[config.mk]
export PLATFORM = sky130hd
export DESIGN_NAME = hse_ctrl
export DESIGN_NICKNAME = d
export VERILOG_FILES = /design/src/design/hse_pkg.sv /design/src/design/hse_ctrl.sv
export SDC_FILE = /design/constraint.sdc
export NUM_CORES = 1
export LEC_CHECK = 0
export BUFFER_PORTS_ARGS = -buffer_cell sky130_fd_sc_hd__buf_4
export CAP_MARGIN = 0
export CORE_AREA = 2 2 44 46
export CTS_CLUSTER_SIZE = 16
export DETAILED_ROUTE_END_ITERATION = 10
export DIE_AREA = 0 0 46 48
export PLACE_DENSITY_LB_ADDON = 0.2
export SLEW_MARGIN = 25
export SYNTH_ARGS = -nofsm -noshare
export SYNTH_HDL_FRONTEND = slang
export SYNTH_SLANG_ARGS = --single-unit
export TNS_END_PERCENT = 30
[constraint.sdc]
create_clock -name clk -period 5.3 [get_ports clk]
set_input_delay 0.265 -clock clk [delete_from_list [all_inputs] [get_ports clk]]
set_output_delay 0.265 -clock clk [all_outputs]
set_load 0.02 [all_outputs]
[src/design/hse_pkg.sv]
// Package for the heap sort engine: sizes, storage types, and the command
// and status structs that join the controller to the datapath.
// Depends on nothing; the datapath, the controller and the top import it.
package hse_pkg;

  localparam int DEPTH      = 64;
  localparam int DATA_WIDTH = 32;
  localparam int IO_WIDTH   = 32;
  localparam int ADDR_W     = $clog2(DEPTH);
  localparam int CNT_W      = $clog2(DEPTH + 1);
  localparam int CHILD_W    = ADDR_W + 2;

  typedef logic [DATA_WIDTH-1:0] data_t;
  typedef logic [ADDR_W-1:0]     addr_t;
  typedef logic [CNT_W-1:0]      cnt_t;
  typedef logic [CHILD_W-1:0]    child_t;

  // Commands from the controller, at most one step command per cycle.
  typedef struct packed {
    logic accept;
    logic start;
    logic build_ld;
    logic sift_fx;
    logic sift;
    logic ext_init;
    logic swap_ld;
    logic swap_fx;
    logic emit_rd;
    logic emit_ld;
  } cmd_t;

  // Status returned by the datapath.
  typedef struct packed {
    logic kc_zero;
    logic kc_gt1;
    logic sift_done;
    logic out_free;
    logic emit_last;
  } sts_t;

endpackage

[src/design/hse_ctrl.sv]
// Controller of the heap sort engine: one-hot state machine that sequences
// loading, heap build, extraction and emission. Depends on hse_pkg.
module hse_ctrl
  import hse_pkg::*;
(
  input  logic clk,
  input  logic rst,
  input  logic in_valid,
  input  logic in_last,
  output logic in_ready,
  input  sts_t sts,
  output cmd_t cmd
);

  typedef enum logic [11:0] {
    S_IDLE  = 12'b0000_0000_0001,
    S_START = 12'b0000_0000_0010,
    S_BCHK  = 12'b0000_0000_0100,
    S_BLD   = 12'b0000_0000_1000,
    S_SFX   = 12'b0000_0001_0000,
    S_SIFT  = 12'b0000_0010_0000,
    S_XINIT = 12'b0000_0100_0000,
    S_XCHK  = 12'b0000_1000_0000,
    S_SWLD  = 12'b0001_0000_0000,
    S_SWFX  = 12'b0010_0000_0000,
    S_ERD   = 12'b0100_0000_0000,
    S_ELD   = 12'b1000_0000_0000
  } state_t;

  state_t state;
  state_t state_next;
  logic   extract_phase;
  logic   extract_phase_next;

  assign in_ready = (state == S_IDLE);

  always_comb begin
    state_next         = state;
    extract_phase_next = extract_phase;
    cmd                = '0;
    case (state)
      S_IDLE: begin
        cmd.accept = in_valid;
        if (in_valid && in_last) begin
          state_next = S_START;
        end
      end
      S_START: begin
        cmd.start          = 1'b1;
        extract_phase_next = 1'b0;
        state_next         = S_BCHK;
      end
      S_BCHK: begin
        state_next = sts.kc_zero ? S_XINIT : S_BLD;
      end
      S_BLD: begin
        cmd.build_ld = 1'b1;
        state_next   = S_SFX;
      end
      S_SFX: begin
        cmd.sift_fx = 1'b1;
        state_next  = S_SIFT;
      end
      S_SIFT: begin
        cmd.sift = 1'b1;
        if (sts.sift_done) begin
          state_next = extract_phase ? S_XCHK : S_BCHK;
        end
      end
      S_XINIT: begin
        cmd.ext_init       = 1'b1;
        extract_phase_next = 1'b1;
        state_next         = S_XCHK;
      end
      S_XCHK: begin
        state_next = sts.kc_gt1 ? S_SWLD : S_ERD;
      end
      S_SWLD: begin
        cmd.swap_ld = 1'b1;
        state_next  = S_SWFX;
      end
      S_SWFX: begin
        cmd.swap_fx = 1'b1;
        state_next  = S_SIFT;
      end
      S_ERD: begin
        cmd.emit_rd = 1'b1;
        if (sts.out_free) begin
          state_next = S_ELD;
        end
      end
      S_ELD: begin
        cmd.emit_ld = 1'b1;
        state_next  = sts.emit_last ? S_IDLE : S_ERD;
      end
      default: begin
        state_next = S_IDLE;
      end
    endcase
  end

  always_ff @(posedge clk) begin
    if (rst) begin
      state         <= S_IDLE;
      extract_phase <= 1'b0;
    end else begin
      state         <= state_next;
      extract_phase <= extract_phase_next;
    end
  end

  a_last_starts: assert property (@(posedge clk) disable iff (rst)
    in_valid && in_ready && in_last |=> state == S_START)
    else $error("final beat did not start the sort");

  a_sift_holds: assert property (@(posedge clk) disable iff (rst)
    state == S_SIFT && !sts.sift_done |=> state == S_SIFT)
    else $error("sift left before the value settled");

endmodule

# --- Word level (Yosys, flattened, before mapping) ---
# Index checks and enable logic that the tools add are counted.
totals:
  register_bits: 13
  in_bits: 9
  word_cells: 40
  out_inout_bits: 11
op_classes:
  mux: 19
  eq_ne: 15
  n_reduce_logical: 4
ops:
  columns: ["op", "n"]
  rows:
  - ["case mux 12 bit (11 select lines)", 1]
  - ["two-way mux 12 bit", 3]
  - ["two-way mux 11 bit", 2]
  - ["== test 12 x 1 -> 1 bit (second input constant)", 1]
  - ["== test 12 x 10 -> 1 bit (second input constant)", 1]
  - ["== test 12 x 11 -> 1 bit (second input constant)", 1]
  - ["== test 12 bit (second input constant)", 1]
  - ["== test 12 x 2 -> 1 bit (second input constant)", 1]
  - ["== test 12 x 3 -> 1 bit (second input constant)", 1]
  - ["== test 12 x 4 -> 1 bit (second input constant)", 1]
  - ["== test 12 x 5 -> 1 bit (second input constant)", 1]
  - ["== test 12 x 6 -> 1 bit (second input constant)", 1]
  - ["== test 12 x 7 -> 1 bit (second input constant)", 1]
  - ["== test 12 x 8 -> 1 bit (second input constant)", 1]
  - ["== test 12 x 9 -> 1 bit (second input constant)", 1]
  - ["two-way mux 1 bit", 10]
  - ["two-way mux 8 bit", 1]
  - ["two-way mux 7 bit", 1]
  - ["inequality test 2 bit (second input constant)", 2]
  - ["AND reduction 3 bit", 1]
  - ["inequality test 2 x 1 -> 1 bit (second input constant)", 1]
  - ["case mux 1 bit (2 select lines)", 1]
  - ["nonzero test 2 bit", 1]
  - ["OR reduction 2 bit", 1]
  - ["logical AND 1 bit", 1]

# --- Logic depth before layout (Yosys ltp) ---
# Gate-level depths: netlist of run 1.
depth:
  depth_word: 3
  ltp_mapped: 7
  depth_no_buf: 5

# --- Least setup slack after synthesis of run 1 ---
# Ideal clock, no wire load.
synth_timing:
  kind: "reg-to-reg"
  start: "register state[5]"
  end: "register state[0]"
  path_stages_with_launch: 7
  synth_period_minus_slack_ps: 2051
  required_time_ps: 5241
  n_path_buf: 1
  arrival_ps: 1991
  setup_ps: 59
  slack_ps: 3249
  cell_sequence: "dfxtp_1 > buf_2 > or4_4 > nor2_4 > nand2_1 > nor3b_1 > a211o_1"
synth_between:
  elab_chain_cells: 3
  elab_cells_between_ends: 18
  cone_classes: "15 x eq/ne; 1 x mux; 2 x reduce/logical"
synth_rtl:
  columns: ["element", "line", "text"]
  rows:
  - ["start, declared", "hse_ctrl.sv:30", "state_t state;"]
  - ["start signal, assigned", "hse_ctrl.sv:107", "state <= state_next;"]
  - ["== test 12 x 10 -> 1 bit, or another cell as far along", "hse_ctrl.sv:41", "case (state)"]
  - ["OR reduction 2 bit (no source line), or another cell as far along", null, null]
  - ["case mux 12 bit (11 select lines) or AND reduction 3 bit (tied branches)", null, null]
# Several ways; a longest one is shown, not always the timed one.
# A chain may end at the register's enable or synchronous reset.

==> metrics.txt, run 1 <==
critical path fanouts, max 9; post-synth top area share 0.290; leak pwr 0.443 nW; worst min path class input port to flop; metal3 WL just over 90 um; Worst Setup End Kind primary output; Worst VDD drop between 0.2 and 0.25 mV; dpl hpwl 1590 um; synth-to-layout area growth 13.4%; final total power 0.272 mW; buffer count from post-CTS setup fixing 0; initial antenna violation count 0; MaxCap Viol Count 0; most frequent cell after synthesis nor2_1; RSZ-0062 raised after global routing false; insertion delay to the later sink of the worst-skew pair 0.28 ns; Final Cycle Share 0.435; CORE AREA 0.00169 mm^2; clk sink count 13; Fin. Hold Viols 0; CP cell instances or4_4, nor2_4, nand2_1, nor3b_1, buf_4; Die Wd 46 um; Avg WL per Cell between 15 and 20 um; Syn. warnings 0; cts hold-fix bufs 0; row cnt 15; Setup TNS 0 ns; synth cell count leaders nor2_1, dfxtp_1, nor3_1, buf_2; leading area contributor after synthesis dfxtp_1; ant diodes 0; Post-synth EDFFs 0; Syn Inst Count around 110; FMAX 0.434 GHz; async set-reset flop share out of synthesis 0; fin util 0.602; Max Used Layer met4; syn_nets 115; Setup crit start kind flop; die area 0.00221 mm^2; share of layout cells above drive strength 1 0.269; Worst-Margin Slew 0.408 ns; worst rel slew slack 0.724; global route overflow 0; slowest cell on the critical path or4_4; final WL 2040 um; # fillers 150; Clock Tree Buf Depth 2; Gates resized, CTS repair 0; Die Ht 48 um; Starting Density 0.531; Iter 0 DRT Violations 26; CTS tree built; # DRC 0; vias in the first global route 748; Seq cells post-synth 13; Post-Syn Area 897 um^2; CP arrival 2.04 ns; # IOs 20; Final #Nets 129; PwrDens approximately 270 mW/mm^2; ranking of synthesized cells by area dfxtp_1, nor2_1, and4_1; antenna-violating nets left 0; Final min period 2.31 ns; Final setup violation count 0; wire length on met2 969 um; Via density 5.85; largest net degree at the start of global routing 11; sequential fraction of the synthesis area 0.290; Setup CP Type flop to primary output; Post-Route M1 WL around 960 um; first-pass GRT wire length 3280 um; RePlAce Congestion 0.896; Slew Limit Fails 0; CTS buffer count 3; Unique masters post-synth 42; H-tree depth 1; CP max stage delay 0.59 ns; Setup Skew between 0.01 and 0.015 ns; Reg clk slew, reported paths 0.07 ns; First-pass DRT Iterations 4; via count 796; status finished, final reports clean; clock tree root driver cell clkbuf_4; Port Buffers 19; most used flip-flop cell after synthesis dfxtp_1; overall routing resource usage 0.213; CP required 5.04 ns; Avg Cell Area, Syn 8.46 um^2
-- worst max-delay path, delay by kind of cell, from the launching register on --
kind	cells	cell delay [ns]
DFF	1	0.42
buffers and inverters	1	0.20
and+or+nand+nor	4	1.15
-- state kept, by name, indices dropped and copies added (netlist names) --
signal,flops
state,12
extract_phase,1
-- worst paths after layout --
check | startpoint | endpoint | slack, ns | cells past startpoint
setup reg to reg | state[0]$_SDFFE_PP1P_ | state[0]$_SDFFE_PP1P_ | 3.39 | 5
hold / removal | sts[4] | state[3]$_SDFFE_PP0P_ | 0.15 | 2
setup / recovery | state[5]$_SDFFE_PP0P_ | cmd[0] | 2.99 | 5
hold reg to reg | extract_phase$_SDFFE_PP0P_ | extract_phase$_SDFFE_PP0P_ | 0.52 | 2
-- through the flow --
step / hold WS (ns) / std cells / setup WS (ns) / area, um^2
4_1_cts: 0.139 / 136 / 3.02 / 1020
3_3_place_gp: 0.430 / 132 / 3.29 / 991
2_1_floorplan: 0.337 / 106 / 3.25 / 897
6_report: 0.148 / 136 / 2.99 / 1020
3_5_place_dp: 0.434 / 132 / 3.35 / 991
5_1_grt: 0.135 / 136 / 2.86 / 1020
-- cells by family after synthesis --
group                     Yosys count  share of synthesized area
and+or+nand+nor                    60                      0.452
buffers and inverters              14                     0.0948
DFF                                13                      0.290
AOI/OAI and AO/OA                  12                     0.0935
xor gates and xnor gates            6                     0.0586
muxes                               1                     0.0112
-- power by group --
part,switching [mW],internal [mW],leakage [nW]
sequential,0.0110,0.103,0.105
combinational,0.0537,0.0419,0.323
clock,0.0331,0.0292,0.0150
-- placed cells by master (no fill, tap or decap), types with 2 or more instances in the layout --
cell type / instances
and3_1: 4
a21oi_1: 4
buf_4: 19
xnor2_1: 3
and4b_1: 3
nor3b_1: 3
and4_1: 4
dfxtp_1: 13
inv_1: 4
nor3_1: 6
nor2_1: 14
or4_4: 2
nor4_1: 4
clkbuf_4: 3
nand3_1: 4
xor2_1: 3
nand2_1: 2
-- area by class of cell --
type / count / area, um^2 / area share
sequential: 13 / 260 / 0.256
tap: 17 / 21.3 / 0.0209
timing repair buffer: 19 / 143 / 0.140
multi-input combinational: 79 / 552 / 0.542
clock buffer: 4 / 26.3 / 0.0258
inverter: 4 / 15.0 / 0.0148
-- layer usage --
metal,track usage,vias up
li1,-,414
met5,0,-
met2,0.342,22
met3,0.0566,4
met1,0.265,356
met4,0.103,0
Note: power is estimated with default switching activity, not from simulation.
==> run 2: changes to the inputs <==
- CORE_AREA: 2 2 44 46 -> 2 2 45 47
- DIE_AREA: 0 0 46 48 -> 0 0 47 49
- clock period: 5.3 -> 2.2 ns (I/O delays scaled with it)
==> metrics.txt, run 2 (synthesis gave the netlist of run 1 again) <==
CP bufs+invs 1 (unchanged); row cnt 16 (+1); Final setup violation count 0 (unchanged); Final #Nets 131 (+1.6%); share of layout cells above drive strength 1 0.281 (+0.0121); Setup crit start kind flop; overall routing resource usage 0.199 (-0.0144); Setup CP Type flop to primary output; CORE AREA 0.00184 mm^2 (+9.0%); synth-to-layout area growth 17.3%; status finished, final reports clean; worst setup margin 0.104 ns (-2.89 ns); CTS buffer count 3 (unchanged); # DRC 0 (unchanged); Final min period about 2.1 ns; slowest cell on the critical path or4_4; dpl hpwl 1610 um (+1.2%); PwrDens 621 mW/mm^2 (+130%); First-pass DRT Iterations 4 (unchanged); worst r2r src state[9]$_SDFFE_PP0P_; ant diodes 0 (unchanged); RePlAce Congestion 0.815 (-9.0%); worst min path class input port to flop; HP Start rst; Avg WL per Cell 14.0 um (-7.1%); final WL 2070 um (+1.1%); Fin. Hold Viols 0 (unchanged); critical path fanouts, max 9 (unchanged); CTS tree built; H-tree depth 1 (unchanged); pre-CTS WS 0.286 ns (-3.07 ns); final std cells w/o fill 148 (+8.8%); CP cell instances or4_4, nor2_4, nand2_1, nor3b_2, buf_4; Via density 5.46 (-6.7%); global route overflow 0 (unchanged); vias in the first global route 744 (-0.53%); CP arrival 1.99 ns (-0.05 ns); Setup TNS 0 ns (unchanged); dpl cells 143 (+8.3%); fin util 0.571 (-0.0309); Worst Setup End Kind primary output; initial antenna violation count 0 (unchanged); # IOs 20 (unchanged); leading cell type in the layout, fill and taps excluded buf_4; Die Ht 49 um (+2.1%); leak pwr 0.453 nW (+2.3%); biggest regs state (12), extract_phase (1); RSZ-0062 raised after global routing false; FMAX 0.477 GHz; Port Buffers 19 (unchanged); number of flip-flops in the largest register 12 (unchanged); Worst path top cell family by delay simple AND/OR/NAND/NOR gates; Slew Limit Fails 0 (unchanged); worst hold slack 0.0363 ns (-0.112 ns); antenna-violating nets left 0 (unchanged); # fillers 187 (+25%); insertion delay to the later sink of the worst-skew pair 0.27 ns (about the same); CP startpoint state[5]$_SDFFE_PP0P_; buffer count from post-CTS setup fixing 0 (unchanged); largest net degree at the start of global routing 11 (unchanged); Setup Skew 0.00173 ns (-0.0100 ns); clock tree root driver cell clkbuf_4; Worst VDD drop 0.414 mV (+87%); Starting Density 0.487 (-0.0440); Biggest register state; Die Wd 47 um (+2.2%); via count 808 (+1.5%); CP required 2.09 ns (-2.95 ns); commonest cells after routing, fill and taps aside buf_4, nor2_1, dfxtp_1; Iter 0 DRT Violations 11 (-58%); clk sink count 13 (unchanged); Clock Tree Buf Depth 2 (unchanged); CP max stage delay 0.59 ns (about the same); MaxCap Viol Count 0 (unchanged); die area 0.00230 mm^2 (+4.3%); Final Cycle Share 0.953; first-pass GRT wire length 3390 um (+3.1%); Reg clk slew, reported paths 0.08 ns (about the same); Worst-Margin Slew 0.406 ns (-0.00231 ns); worst rel slew slack 0.729 (+0.00501)
## run 2: cell count changes in the layout (fill, tap and decap cells not counted), sizes merged
cell	previous run	this run
buf	19	20
dlygate4sd3	0	1
## run 2: report_power, final
part	switching (mW)	leakage [nW]	internal, mW
sequential	0.0257	0.105	0.248
clock	0.0767	0.0150	0.0702
combinational	0.131	0.333	0.102
## run 2: final cells by class
| cell class | instances | area [um^2] | share of cell area |
|---|---|---|---|
| multi-input combinational | 79 | 557 | 0.529 |
| sequential | 13 | 260 | 0.247 |
| timing repair buffer | 21 | 160 | 0.152 |
| tap | 27 | 33.8 | 0.0321 |
| clock buffer | 4 | 26.3 | 0.0250 |
| inverter | 4 | 15.0 | 0.0143 |
## run 2: worst paths after layout
kind | cells after the start | endpoint | slack (ns)
max | 5 | cmd[0] | 0.10
min | 2 | extract_phase$_SDFFE_PP0P_ | 0.04
max reg2reg | 5 | state[0]$_SDFFE_PP1P_ | 0.25
min reg2reg | 2 | extract_phase$_SDFFE_PP0P_ | 0.53
## run 2: per-layer routing
metal  wire length [um]  GRT usage
met3                 68     0.0333
met4                  0     0.0417
met2                975      0.313
met5                  0          0
met1               1020      0.280
## run 2: through the flow
stage               total power, mW  cell area (um^2)
finish                        0.653              1050
global route                  0.700              1050
CTS                           0.655              1050
detailed placement            0.506              1010
global placement              0.504              1010
floorplan                     0.451               897
## run 2: what timing repair did
action,CTS,global route
endpoints found under the hold margin,1,0
setup endpoints to repair,0,1
hold buffers,1,0
gates resized for setup,0,1
==> run 3: changes to the inputs <==
- PLACE_DENSITY: not set -> 0.76
- PLACE_DENSITY_LB_ADDON: 0.2 -> not set
==> metrics.txt, run 3 (synthesis gave the netlist of run 1 again) <==
status finished, final reports clean; Worst Hold Depth 2 (unchanged); Die Ht 49 um (unchanged); CP arrival 2.02 ns (+0.03 ns); overall routing resource usage 0.216 (+0.0175); Starting Density 0.487 (unchanged); final total power 0.665 mW (+1.7%); Final min period 2.13 ns (+0.0378 ns); RSZ-0062 raised after global routing false; Fin. Hold Viols 0 (unchanged); H-tree depth 1 (unchanged); Final #Nets 131 (unchanged); MaxCap Viol Count 0 (unchanged); final WL 2140 um (+3.8%); RePlAce Congestion 0.845 (+3.6%); largest net degree at the start of global routing 11 (unchanged); CTS tree built; antenna-violating nets left 0 (unchanged); commonest cells after routing, fill and taps aside buf_4, nor2_1, dfxtp_1; CORE AREA 0.00184 mm^2 (unchanged); Worst R2R Path Depth 5 (unchanged); worst min path class input port to flop; Hold EP extract_phase$_SDFFE_PP0P_; critical path fanouts, max 8 (-1); via count 847 (+4.8%); ant diodes 0 (unchanged); Setup crit start kind flop; biggest regs state (12), extract_phase (1); Via density 5.72 (+4.8%); PwrDens 632 mW/mm^2 (+1.7%); register area 260 um^2 (unchanged); first-pass GRT wire length 3700 um (+9.2%); buffer count from post-CTS setup fixing 0 (unchanged); Worst-Margin Slew 0.531 ns (+0.125 ns); fin area 0.00105 mm^2 (unchanged); HP Start rst; share of layout cells above drive strength 1 0.281 (unchanged); Worst VDD drop 0.409 mV (-1.3%); leading cell type in the layout, fill and taps excluded buf_4; Clock Tree Buf Depth 2 (unchanged); vias in the first global route 802 (+7.8%); Final Cycle Share 0.970 (+0.0172); Worst Setup End Kind primary output; clk sink count 13 (unchanged); Placed Area 0.00101 mm^2 (unchanged); Reg clk slew, reported paths 0.08 ns (about the same); Biggest register state; CTS buffer count 3 (unchanged); Setup Skew 0.000466 ns (-0.00127 ns); Die Wd 47 um (unchanged); CP startpoint state[0]$_SDFFE_PP1P_; Avg WL per Cell 14.5 um (+3.8%); synth-to-layout area growth 17.3% (unchanged); RR Endpoint state[0]$_SDFFE_PP1P_; row cnt 16 (unchanged); die area 0.00230 mm^2 (unchanged); First-pass DRT Iterations 4 (unchanged); FMAX 0.469 GHz (-1.8%); number of flip-flops in the largest register 12 (unchanged); leak pwr 0.453 nW (unchanged); worst r2r src state[8]$_SDFFE_PP0P_; clock tree root driver cell clkbuf_4; initial antenna violation count 0 (unchanged); global route overflow 0 (unchanged); multi-input logic area 557 um^2 (unchanged); Final setup violation count 0 (unchanged); Slew Limit Fails 0 (unchanged); insertion delay to the later sink of the worst-skew pair 0.28 ns (about the same); Iter 0 DRT Violations 25 (+14); # IOs 20 (unchanged); R2R setup slack 0.19 ns (-0.06 ns); # DRC 0 (unchanged); # fillers 179 (-4.3%); worst rel slew slack 0.641 (-0.0880); Setup CP Type flop to primary output; CP required 2.09 ns (about the same); Port Buffers 19 (unchanged); dpl hpwl 1680 um (+4.4%); Setup TNS 0 ns (unchanged)
[run 3: cell counts in the layout (fill, tap and decap cells not counted)]
Identical to the previous run, type by type.
[run 3: cell type report]
cell class | count | area share
clock buffers | 4 | 0.0250
inverters | 4 | 0.0143
multi-input cells | 79 | 0.529
flip-flops and latches | 13 | 0.247
well taps | 27 | 0.0321
repair buffers | 21 | 0.152
[run 3: timing repair]
item	in CTS	in global routing
gates resized for setup	1	0
hold endpoints to repair	1	0
endpoints found under the setup margin	1	0
hold buffers	1	0
[run 3: report_power, final]
part	leakage (nW)	internal, mW	switching, mW
registers	0.105	0.248	0.0291
logic	0.333	0.102	0.134
clock network	0.0150	0.0705	0.0810
[run 3: worst max path at each step]
stage	end	slack [ns]
final	cmd[0]	0.07
after floorplan	state[0]$_SDFFE_PP1P_	0.15
after CTS	cmd[0]	0.09
after global placement	state[0]$_SDFFE_PP1P_	0.25
after detailed placement	state[0]$_SDFFE_PP1P_	0.25
after global routing	cmd[4]	0.02
[run 3: per-layer routing]
layer / share of wire / vias up / track usage / routed length [um]
met3: 0.054 / 6 / 0.0481 / 115
met4: 0.018 / 0 / 0.0880 / 38
met2: 0.49 / 31 / 0.322 / 1060
li1: - / 414 / - / -
met1: 0.43 / 396 / 0.295 / 931
met5: 0 / - / 0 / 0
[run 3: critical path, stage by stage, from the launching register on]
cell     delay (ns)
dfxtp_1        0.40
or4_4          0.58
nor2_4         0.18
nand2_1        0.14
nor3b_2        0.25
buf_4          0.19
[run 3: metrics by stage]
| step | instances | hold WS (ns) | util | setup slack [ns] |
|---|---|---|---|---|
| floorplan | 106 | 0.182 | - | 0.149 |
| global placement | 143 | 0.278 | 0.549 | 0.245 |
| detailed placement | 143 | 0.283 | 0.549 | 0.251 |
| CTS | 148 | 0.0219 | 0.571 | 0.0930 |
| global route | 148 | 0.0208 | 0.571 | 0.0181 |
| finish | 148 | 0.0215 | 0.571 | 0.0666 |
